`config.mk`:
```
export PLATFORM = sky130hd
export DESIGN_NAME = ole_cell
export DESIGN_NICKNAME = d
export VERILOG_FILES = /design/src/design/ole_pkg.sv /design/src/design/ole_cell.sv
export SDC_FILE = /design/constraint.sdc
export NUM_CORES = 1
export LEC_CHECK = 0
export BUFFER_PORTS_ARGS = -buffer_cell sky130_fd_sc_hd__buf_2
export CORE_MARGIN = 2
export CORE_UTILIZATION = 38
export DETAILED_ROUTE_END_ITERATION = 10
export PLACE_DENSITY_LB_ADDON = 0.3
export SETUP_SLACK_MARGIN = 0.15
export SLEW_MARGIN = 25
export SYNTH_ARGS = -nofsm -noshare
export SYNTH_HDL_FRONTEND = slang
export SYNTH_SLANG_ARGS = --single-unit
export TNS_END_PERCENT = 5
```
`constraint.sdc`:
```
create_clock -name clk -period 3.05 [get_ports clk]
set_input_delay 0.1525 -clock clk [delete_from_list [all_inputs] [get_ports clk]]
set_output_delay 0.1525 -clock clk [all_outputs]
set_load 0.01 [all_outputs]
```
`src/design/ole_pkg.sv`:
```
// ----------------------------------------------------------------------------
// ole_pkg
// Shared types and codes for the ordered list engine: commands, status
// codes, the per-cell operation and the controller states.
// ----------------------------------------------------------------------------
package ole_pkg;

    typedef enum logic [3:0] {
        CMD_APPEND     = 4'd0,
        CMD_REMOVE_AT  = 4'd1,
        CMD_REMOVE_VAL = 4'd2,
        CMD_CLEAR      = 4'd3,
        CMD_GET        = 4'd4,
        CMD_FIRST      = 4'd5,
        CMD_LAST       = 4'd6,
        CMD_REPLACE    = 4'd7,
        CMD_CONTAINS   = 4'd8
    } cmd_t;

    typedef enum logic [2:0] {
        STAT_OK        = 3'd0,
        STAT_EMPTY     = 3'd1,
        STAT_RANGE     = 3'd2,
        STAT_NOT_FOUND = 3'd3,
        STAT_FULL      = 3'd4
    } status_t;

    typedef enum logic [1:0] {
        CELL_HOLD,
        CELL_WRITE,
        CELL_SHIFT
    } cell_op_t;

    typedef enum logic [1:0] {
        S_IDLE,
        S_SEARCH,
        S_EXEC
    } state_t;

endpackage

```
`src/design/ole_cell.sv`:
```
// ----------------------------------------------------------------------------
// ole_cell
// One list slot. Holds a word, compares it against the broadcast key or
// position, and on a removal takes the word of its upper neighbor.
// ----------------------------------------------------------------------------
module ole_cell #(
    parameter int DEPTH      = 64,
    parameter int DATA_WIDTH = 32,
    parameter int IDX        = 0
) (
    input  logic                         clk,
    input  ole_pkg::cell_op_t            op,
    input  logic [$clog2(DEPTH)-1:0]     op_idx,
    input  logic [DATA_WIDTH-1:0]        wdata,
    input  logic [DATA_WIDTH-1:0]        shift_in,
    input  logic [DATA_WIDTH-1:0]        key,
    input  logic [6:0]                   pos,
    input  logic [$clog2(DEPTH+1)-1:0]   count,
    input  logic                         sel_pos,
    output logic [DATA_WIDTH-1:0]        data,
    output logic                         hit
);
    import ole_pkg::*;

    localparam int PW = $clog2(DEPTH);
    localparam int CW = $clog2(DEPTH + 1);
    localparam int KW = (CW > 7) ? CW : 7;

    logic [DATA_WIDTH-1:0] data_reg;
    logic [DATA_WIDTH-1:0] data_next;
    logic                  live;

    assign live = CW'(IDX) < count;
    // position compare is 1-based
    assign hit  = live && (sel_pos ? (KW'(IDX + 1) == KW'(pos)) : (data_reg == key));
    assign data = data_reg;

    always_comb
    begin
        data_next = data_reg;
        case (op)
            CELL_WRITE:
            begin
                if (op_idx == PW'(IDX))
                    data_next = wdata;
            end
            CELL_SHIFT:
            begin
                if (PW'(IDX) >= op_idx)
                    data_next = shift_in;
            end
            default:
            begin
                data_next = data_reg;
            end
        endcase
    end

    always_ff @(posedge clk)
    begin
        data_reg <= data_next;
    end

endmodule

```
# Word-level counts from Yosys, hierarchy flattened
# Cells that the tools add are included.
[totals]
out_inout_bits = 33
register_bits = 32
[op_classes]
reduce_logical = 4
eq_ne = 6
muxes = 4
magnitude_cmp = 2
[ops]
columns = ["op", "count"]
rows = [
  ["$mux 32", 2],
  ["$pmux 32 s2", 1],
  ["$eq 32x32->1", 1],
  ["$eq 1x7->1 const A", 1],
  ["$lt 1x7->1 const A", 1],
  ["$ge 1x6->1 const A", 1],
  ["$logic_not 6->1", 1],
  ["$ne 2x2->1 const B", 2],
  ["$reduce_and 3->1", 1],
  ["$eq 2x1->1 const B", 1],
  ["$eq 2x2->1 const B", 1],
  ["$reduce_bool 2->1", 1],
  ["$logic_and 1x1->1", 1],
  ["$mux 1", 1],
]

# Logic depth before layout (Yosys ltp)
# Gate-level depths: netlist (run 1).
[depth]
word_depth = 3
mapped_depth = 6

# Worst setup path after synthesis (run 1)
# No wires, ideal clock.
[synth_timing]
path_kind = "input to register"
startpoint = "in op_idx[1]"
endpoint = "reg data_reg[0] (netlist: data[0]) (enable)"
setup_slack_ns = 0.319
t_arrival_ns = 2.310
required_ns = 2.629
cell_stages = 3
cell_sequence = "or4_1 > o32a_1 > nor2_1"
[synth_between]
elab_chain_len = 3
word_cells_on_any_way = 5
[synth_rtl]
columns = ["item", "line_no", "rtl"]
rows = [
  ["start: declaration", "ole_cell.sv:13", "input logic [$clog2(DEPTH)-1:0] op_idx,"],
  ["$ge 1x6->1 or $logic_not 6->1 (tied branches)", "ole_cell.sv:49, ole_cell.sv:44", ""],
  ["$ne 2x2->1 (no source line)", "-", ""],
  ["$reduce_and 3->1 (no source line) *", "-", ""],
  ["end signal: assignment", "ole_cell.sv:61", "data_reg <= data_next;"],
  ["end: declaration", "ole_cell.sv:29", "logic [DATA_WIDTH-1:0] data_reg;"],
]
# Mark *: on every way between the ends. The rest lies on a longest branch, timed or not.
# A chain may end at the register's enable or synchronous reset.

# Worst setup path after layout (run 1)
[layout_timing]
startpoint = "reg data_reg[7] (netlist: data[7])"
endpoint = "out hit"
[layout_between]
elab_chain_len = 3
[layout_rtl]
columns = ["item", "line_no", "rtl"]
rows = [
  ["$eq 32x32->1", "ole_cell.sv:35", "assign hit = live && (sel_pos ? (KW'(IDX + 1) == KW'(pos)) : (data_reg == key));"],
  ["$mux 1", "ole_cell.sv:35", ""],
  ["$logic_and 1x1->1", "ole_cell.sv:35", ""],
  ["end: declaration", "ole_cell.sv:21", "output logic hit"],
]
# Every way passes these cells.

==> flow_summary.json, run 1 <==
{
  "status": "finished clean",
  "grt_overflow": 0,
  "max_stage_delay_ns": 0.43,
  "relSlewSlack_pct": 49.6,
  "end_kind": "output pin",
  "post_cts_buffers": 0,
  "syn_inst": 124,
  "path_cells": "xnor2_1 > nand4_1 > nor4_1 > a21oi_1 > a221oi_1 > buf_2",
  "drt_pass1_iterations": 6,
  "critical_path_arrival_ns": 1.97,
  "powerDensity_mw_per_mm2": 441,
  "cts_made_buffers": 5,
  "grt_pass1_wl_mm": 6.69,
  "placed_cells": 326,
  "vias": 1570,
  "core_sq_mm": 0.00444,
  "grt_setup_unrepaired": "no",
  "drt_iter0_drc": 34,
  "vdd_ir_drop_max_v": 0.000328,
  "ant_nets": 0,
  "ys_types": 17,
  "cts_hold_buf": 0,
  "die_x_um": 72.4,
  "critPathTopFamily": "simple AND/OR/NAND/NOR gates",
  "path_clk_slew_ns": 0.06,
  "worst_hold_slack_ns": 0.177,
  "grt_max_degree": 33,
  "finalSetupTns_ns": 0,
  "grt_use_total_pct": 16.9,
  "die-area_sq_mm": 0.00525,
  "fin_crit_ns": 2.12,
  "cts_resized": 0,
  "final_net_count": 403,
  "fillerInstances": 382,
  "hold_viol": 0,
  "initial_core_util_pct": 40.0,
  "synth_area_sq_mm": 0.00178,
  "gp_congestion": 0.781,
  "via_per_inst": 4.71,
  "ys_ff_latch": 32,
  "avgSynthCellArea_sq_um": 14.3,
  "dpl_worst_slack_ns": 1.07,
  "layoutNonFillerInstCount": 333,
  "drt_wl_total_mm": 4.63,
  "pin_count": 153,
  "antenna_found_initial": 0,
  "setup_ws_ns": 0.928,
  "p_leak_uw": 0.00118,
  "layout-drive-gt1-share_pct": 68.7,
  "cts_root_buffer": "clkbuf_8",
  "worst-setup-path-type": "reg2out",
  "numClockSinks": 32,
  "die_h_um": 72.4,
  "io_buffers": 152,
  "timing.final.crit_share_pct": 69.6,
  "first_global_vias": 1537,
  "wl_per_cell_um": 13.9,
  "design_area_sq_mm": 0.00269,
  "critPathMaxFanout": 2,
  "cp.buffers_inverters": 1,
  "rows": 24,
  "tightestPinTransition_ns": 0.756,
  "ys.warnings.count": 0,
  "antenna_cells": 0,
  "cts_max_level": 2,
  "crit_slowest_cell": "nor4_1",
  "drc_errors": 0,
  "setup_viol": 0,
  "drv_cap": 0,
  "syn_to_final_growth_pct": 51.0,
  "ctsLongestPathBuffers": 2,
  "required_ns": 2.90,
  "yosysSeqAreaShare_pct": 54.0,
  "largest_reg_flops": 32,
  "dp_hpwl_mm": 3.82,
  "cts_tree": "built",
  "place_area_sq_mm": 0.00261,
  "worstHoldPathType": "in2reg",
  "max_freq_ghz": 0.471,
  "critPathLaunchType": "flop",
  "drv_slew": 0,
  "syn_nets": 246
}
## final timing paths
check	start	endpoint	slack [ns]	cells after the start
worst max-delay path	data[7]$_DFFE_PP_	hit	0.93	6
worst min-delay path	wdata[18]	data[18]$_DFFE_PP_	0.18	2
## logic make-up (layout without fill, tap and decap cells)
family	count (synthesis)	count (layout)	synth area share (%)
AO/OA/AOI/OAI	3	3	1.34
XOR/XNOR	32	32	15.8
adder cells (fa/ha/maj)	2	2	1.41
buffers and inverters	6	163	1.48
flip-flops	32	32	54.0
multiplexers	32	32	20.3
AND/OR/NAND/NOR	17	17	5.77
## stage by stage
stage,util [%],power (uW)
global route,60.4,1250
CTS,60.4,1200
finish,60.4,1190
global placement,58.7,896
detailed placement,58.7,903
floorplan,-,747
## layout by cell type, fill, tap and decap left out
| cell type | Yosys | routed |
|---|---|---|
| clkbuf_1 | 1 | 1 |
| clkbuf_8 | 0 | 5 |
| nor4_1 | 4 | 4 |
| inv_1 | 2 | 2 |
| o32a_1 | 1 | 1 |
| nand4_1 | 8 | 8 |
| nor2_4 | 0 | 1 |
| nand2_1 | 1 | 1 |
| nor3b_1 | 1 | 1 |
| a221oi_1 | 1 | 1 |
| nor3_1 | 1 | 1 |
| buf_2 | 3 | 152 |
| buf_4 | 0 | 2 |
| mux2_2 | 32 | 32 |
| ha_1 | 2 | 2 |
| edfxtp_1 | 32 | 32 |
| xnor2_1 | 32 | 32 |
| or4_1 | 1 | 1 |
| clkinv_2 | 0 | 1 |
| a21oi_1 | 1 | 1 |
## synthesized netlist by cell type
cell type  instances  area, sq um
nand2_1            1         3.75
o32a_1             1         10.0
buf_2              3         15.0
nand4_1            8         50.1
a221oi_1           1         8.76
mux2_2            32          360
nor3_1             1         5.00
inv_1              2         7.51
edfxtp_1          32          961
xnor2_1           32          280
nor4_1             4         25.0
clkbuf_1           1         3.75
nor2_1             1         3.75
a21oi_1            1         5.00
nor3b_1            1         7.51
ha_1               2         25.0
or4_1              1         7.51
## area by class of cell
cell class,count,area (sq um),share of cell area (%)
clock inverter,1,5.00,0.186
multi-input combinational,86,800,29.8
timing repair buffer,154,776,28.9
sequential,32,961,35.8
inverter,2,7.51,0.279
tap,52,65.1,2.42
clock buffer,6,72.6,2.70
## per-layer routing
metal	up-vias	track usage, %	share of wire, %
li1	779	-	-
met1	720	18.1	37
met2	65	31.9	56
met3	6	3.89	5.7
met4	0	6.58	1.6
met5	-	0	0
## where the power goes
group	switching [uW]	internal, uW
registers	34.8	554
clock network	142	155
logic	129	172
Power figures use the tool's default switching activity.
==> run 2, diff against run 1 <==
--- a/config.mk
+++ b/config.mk
@@ -5,9 +5,10 @@
 export SDC_FILE = /design/constraint.sdc
 export NUM_CORES = 1
 export LEC_CHECK = 0
+export ABC_AREA = 1
 export BUFFER_PORTS_ARGS = -buffer_cell sky130_fd_sc_hd__buf_2
 export CORE_MARGIN = 2
-export CORE_UTILIZATION = 38
+export CORE_UTILIZATION = 39
 export DETAILED_ROUTE_END_ITERATION = 10
 export PLACE_DENSITY_LB_ADDON = 0.3
 export SETUP_SLACK_MARGIN = 0.15
==> constraint.sdc (replaced) <==
create_clock -name clk -period 2.2 [get_ports clk]
set_input_delay 0.11 -clock clk [delete_from_list [all_inputs] [get_ports clk]]
set_output_delay 0.11 -clock clk [all_outputs]
set_load 0.01 [all_outputs]
==> flow_summary.json, run 2 <==
{
  "async_flop_share_pct": 0,
  "cts_tree": "built",
  "die-area_sq_mm": 0.00551,
  "crit_slowest_cell": "edfxtp_1",
  "wl_per_cell_um": 10.4,
  "drt_wl_total_mm": 4.86,
  "drt_pass1_iterations": 4,
  "grt_setup_unrepaired": "no",
  "worst_hold_slack_ns": 0.0924,
  "synth_largest_area_cell": "edfxtp_1",
  "synthMuxAreaShare_pct": 0,
  "p_leak_uw": 0.00150,
  "antenna_cells": 0,
  "synth_top_family_by_area": "simple AND/OR/NAND/NOR gates",
  "max_freq_ghz": 0.597,
  "ys.warnings.count": 0,
  "yosys.area_share.simple_pct": 30.9,
  "die_x_um": 74.2,
  "grt_pass1_wl_mm": 7.55,
  "timing.final.crit_share_pct": 76.2,
  "place_area_sq_mm": 0.00277,
  "vdd_ir_drop_max_v": 0.000350,
  "synth_top_flop_cell": "edfxtp_1",
  "synthXorXnorAreaFrac_pct": 11.8,
  "ys_types": 15,
  "grt_max_degree": 33,
  "io_buffers": 152,
  "initial_core_util_pct": 40.4,
  "synth_most_common_cell": "nand2_1",
  "first_global_vias": 1797,
  "critPathLaunchType": "flop",
  "ys_ff_latch": 32,
  "layout-drive-gt1-share_pct": 41.0,
  "grt_use_total_pct": 18.2,
  "finalSetupTns_ns": 0,
  "drv_cap": 0,
  "cts_made_buffers": 5,
  "relSlewSlack_pct": 41.0,
  "required_ns": 2.09,
  "worstHoldPathType": "in2reg",
  "cts_resized": 0,
  "layout_commonest_cell": "buf_2",
  "critical_path_arrival_ns": 1.57,
  "tightestPinTransition_ns": 0.884,
  "drc_errors": 0,
  "synth_edf_count": 32,
  "design_area_sq_mm": 0.00285,
  "final_cell_mix": "152 x buf_2, 137 x nand2_1, 32 x edfxtp_1, 26 x xnor2_1, 17 x inv_1",
  "setup_viol": 0,
  "ctsLongestPathBuffers": 2,
  "synth-compound-area-share_pct": 0.976,
  "post_cts_buffers": 0,
  "largest_reg_flops": 32,
  "end_kind": "output pin",
  "max_stage_delay_ns": 0.40,
  "numClockSinks": 32,
  "die_h_um": 74.2,
  "gp_congestion": 0.787,
  "dp_hpwl_mm": 4.06,
  "yosys-top-cells-area": "edfxtp_1 50%, nand2_1 27%, xnor2_1 12%",
  "path_clk_slew_ns": 0.06,
  "rows": 25,
  "via_per_inst": 4.32,
  "yosys.area.top_type_share_pct": 50.0,
  "path_cells": "xnor2_1 > nand2_1 > nor2_1 > nand2_1 > nor2_1 > nand2_1 > a21oi_2 > buf_2",
  "synth_area_sq_mm": 0.00192,
  "ys_top_cells_by_count": "137 x nand2_1, 32 x edfxtp_1, 26 x xnor2_1",
  "synthAdderAreaFrac_pct": 1.30,
  "cts_root_buffer": "clkbuf_8",
  "powerDensity_mw_per_mm2": 591,
  "crit_top_cell": "nand2_1",
  "critPathMaxFanout": 2,
  "status": "finished clean",
  "seq_area_sq_um": 961,
  "hold_viol": 0,
  "grt_overflow": 0,
  "final_util_pct": 59.9,
  "vias": 2007,
  "cts_hold_buf": 0,
  "ant_nets": 0,
  "yosysSeqAreaShare_pct": 50.0,
  "avgSynthCellArea_sq_um": 7.95,
  "power_uw": 1680,
  "pin_count": 153,
  "drv_slew": 0,
  "fin_crit_ns": 1.68,
  "final_net_count": 519,
  "syn_to_final_growth_pct": 48.1,
  "worst-setup-path-type": "reg2out",
  "multi_input_area_sq_um": 877,
  "cts_max_level": 2,
  "fillerInstances": 467,
  "antenna_found_initial": 0,
  "syn_nets": 364,
  "core_sq_mm": 0.00475,
  "drt_iter0_drc": 72,
  "syn_inst": 242
}
## run 2: changes by cell type after synthesis, sizes merged, moves of 2 or more
| cell | before | now |
|---|---|---|
| inv | 2 | 17 |
| nand2 | 1 | 137 |
| xnor2 | 32 | 26 |
| nand4 | 8 | 0 |
| buf | 3 | 5 |
| mux2 | 32 | 0 |
| nor2 | 1 | 12 |
## run 2: worst max-delay path, delay by kind of cell, from the launching register on
kind,cells,cell delay [ns]
AO/OA/AOI/OAI,1,0.10
XOR/XNOR,1,0.17
buffers and inverters,1,0.13
flip-flops,1,0.40
AND/OR/NAND/NOR,5,0.48
## run 2: path summary, 6_finish.rpt
path / startpoint / endpoint / slack [ns] / cells past startpoint
hold / removal: wdata[6] / data[6]$_DFFE_PP_ / 0.09 / 3
setup / recovery: data[28]$_DFFE_PP_ / hit / 0.52 / 8
## run 2: kinds of logic (layout without fill, tap and decap cells)
family	count (synthesis)	in the layout
compound gates	3	3
xor+xnor	26	26
fa+ha+maj	2	2
buf+inv	24	180
flops	32	32
simple gates	155	155
## run 2: area by class of cell
type	instances	share of cell area, %
clock inverter	1	0.132
sequential	32	33.7
inverter	17	2.24
timing repair buffer	155	27.5
tap	67	2.94
clock buffer	7	2.68
multi-input combinational	186	30.8
## run 2: routing by layer
| metal | part of all wire, % | GRT usage (%) |
|---|---|---|
| met4 | 1.8 | 7.34 |
| met1 | 37 | 20.5 |
| met3 | 7.7 | 4.20 |
| met2 | 53 | 33.1 |
| met5 | 0 | 0 |
## run 2: report_power, final
group / switching, uW / internal (uW)
sequential: 48.2 / 768
clock: 205 / 220
combinational: 219 / 225
## run 2: per-stage QoR
step                      worst slack [ns]  instances
final                                0.524        465
after global routing                 0.355        465
after CTS                            0.485        465
after floorplan                      0.460        242
after detailed placement             0.480        457
after global placement               0.556        457
==> run 3, diff against run 2 <==
--- a/config.mk
+++ b/config.mk
@@ -8,7 +8,7 @@
 export ABC_AREA = 1
 export BUFFER_PORTS_ARGS = -buffer_cell sky130_fd_sc_hd__buf_2
 export CORE_MARGIN = 2
-export CORE_UTILIZATION = 39
+export CORE_UTILIZATION = 36
 export DETAILED_ROUTE_END_ITERATION = 10
 export PLACE_DENSITY_LB_ADDON = 0.3
 export SETUP_SLACK_MARGIN = 0.15
==> constraint.sdc (replaced) <==
create_clock -name clk -period 1.4 [get_ports clk]
set_input_delay 0.07 -clock clk [delete_from_list [all_inputs] [get_ports clk]]
set_output_delay 0.07 -clock clk [all_outputs]
set_load 0.01 [all_outputs]
==> flow_summary.json, run 3 (same netlist as run 2, synthesis figures left out) <==
{
  "status": "finished, violations left",
  "violations": "negative setup slack",
  "drv_cap": 0,
  "largest_reg_flops": 32,
  "grt_overflow": 0,
  "drv_slew": 0,
  "p_leak_uw": 0.00152,
  "final_util_pct": 56.9,
  "io_buffers": 152,
  "max_freq_ghz": 0.612,
  "syn_to_final_growth_pct": 52.2,
  "vias": 2010,
  "drt_wl_total_mm": 5.14,
  "tightestPinTransition_ns": 0.326,
  "critical_path_arrival_ns": 1.56,
  "gp_congestion": 0.813,
  "timing.final.crit_share_pct": 117,
  "vdd_ir_drop_max_v": 0.000531,
  "worst-setup-path-type": "reg2out",
  "clockPowerShare_pct": 24.1,
  "final_cell_mix": "152 x buf_2, 135 x nand2_1, 32 x edfxtp_1, 24 x xnor2_1, 16 x inv_1",
  "layout_commonest_cell": "buf_2",
  "die_h_um": 77.1,
  "drt_iter0_drc": 40,
  "relSlewSlack_pct": 78.3,
  "cts_made_buffers": 5,
  "grt_use_total_pct": 17.4,
  "cts_tree": "built",
  "design_area_sq_mm": 0.00293,
  "numClockSinks": 32,
  "place_area_sq_mm": 0.00282,
  "pin_count": 153,
  "ctsLongestPathBuffers": 2,
  "setup_viol": 1,
  "final_net_count": 520,
  "setup_ws_ns": -0.235,
  "grt_max_degree": 34,
  "required_ns": 1.33,
  "antenna_cells": 0,
  "p_int_uw": 1910,
  "core_sq_mm": 0.00514,
  "path_clk_slew_ns": 0.07,
  "grt_pass1_wl_mm": 8.27,
  "powerDensity_mw_per_mm2": 914,
  "drc_errors": 0,
  "worst_hold_slack_ns": 0.0586,
  "grt_setup_unrepaired": "yes",
  "layout-drive-gt1-share_pct": 43.7,
  "drt_pass1_iterations": 4,
  "critPathCapture": "hit",
  "fin_crit_ns": 1.63,
  "seqPwrFrac_pct": 48.0,
  "cts_root_buffer": "clkbuf_8",
  "crit_path_start": "data[6]$_DFFE_PP_",
  "via_per_inst": 4.29,
  "cts_max_level": 2,
  "wl_per_cell_um": 11.0,
  "p_sw_share_pct": 28.6,
  "p_sw_uw": 764,
  "end_kind": "output pin",
  "antenna_found_initial": 0,
  "die-area_sq_mm": 0.00594,
  "rows": 26,
  "worstHoldPathType": "in2reg",
  "critPathLaunchType": "flop",
  "cts_hold_buf": 0,
  "dp_hpwl_mm": 4.09,
  "critPathMaxFanout": 2,
  "ant_nets": 0,
  "die_x_um": 77.1,
  "dpl_worst_slack_ns": -0.0214,
  "initial_core_util_pct": 37.4,
  "hold_viol": 0,
  "pwr-share-comb_pct": 27.9,
  "first_global_vias": 1962
}
## run 3: worst min-delay path by stage
| stage | start | slack [ns] | cells past startpoint | end |
|---|---|---|---|---|
| 2_1_floorplan | wdata[0] | 0.25 | 2 | data[0]$_DFFE_PP_ |
| 3_3_place_gp | wdata[8] | 0.33 | 3 | data[8]$_DFFE_PP_ |
| 3_5_place_dp | wdata[9] | 0.34 | 3 | data[9]$_DFFE_PP_ |
| 4_1_cts | wdata[20] | 0.05 | 3 | data[20]$_DFFE_PP_ |
| 5_1_grt | wdata[19] | 0.06 | 3 | data[19]$_DFFE_PP_ |
| 6_report | wdata[19] | 0.06 | 3 | data[19]$_DFFE_PP_ |
## run 3: power by group through the flow
| stage | Clock [uW] | Combinational (uW) | Sequential [uW] |
|---|---|---|---|
| after floorplan | 0 | 310 | 1360 |
| after global placement | 0 | 723 | 1300 |
| after detailed placement | 0 | 730 | 1300 |
| after CTS | 664 | 741 | 1280 |
| after global routing | 710 | 834 | 1300 |
| final | 644 | 747 | 1280 |
## run 3: per-stage QoR
| step | setup TNS (ns) | instances | total power [uW] |
|---|---|---|---|
| 2_1_floorplan | -5.32 | 242 | 1670 |
| 3_3_place_gp | -0.0238 | 461 | 2020 |
| 3_5_place_dp | -0.0214 | 461 | 2030 |
| 4_1_cts | -0.213 | 468 | 2690 |
| 5_1_grt | -0.385 | 468 | 2850 |
| 6_report | -0.235 | 468 | 2670 |
## run 3: critical path: stages (launching register included)
cell and delay (ns):
edfxtp_1 0.41, xnor2_1 0.17, nand2_1 0.09, nor2_2 0.14
nand2_1 0.08, nor2_1 0.09, nand2_1 0.07, a21oi_2 0.12
buf_2 0.13
## run 3: per-layer routing
metal  share of wire (%)  wire, um  track usage (%)  vias to the layer above
met5                   0         0                0                        -
met4                0.66        34             4.46                        0
met3                 6.8       351             3.88                        2
met2                  55      2820             35.0                       78
met1                  38      1940             17.9                      874
li1                    -         -                -                     1056
## run 3: cell type report
type | instances | area [sq um]
fillers | 512 | 2210
flip-flops and latches | 32 | 961
multi-input cells | 186 | 927
repair buffers | 156 | 803
well taps | 70 | 87.6
inverters | 17 | 71.3
clock buffers | 5 | 68.8
clock inverters | 2 | 7.51
## run 3: timing repair
| item | CTS | global route |
|---|---|---|
| setup buffers | 0 | 0 |
| endpoints found under the hold margin | 0 | 0 |
| endpoints found under the setup margin | 1 | 1 |
| pin swaps | 1 | 6 |
| resized for setup | 4 | 5 |
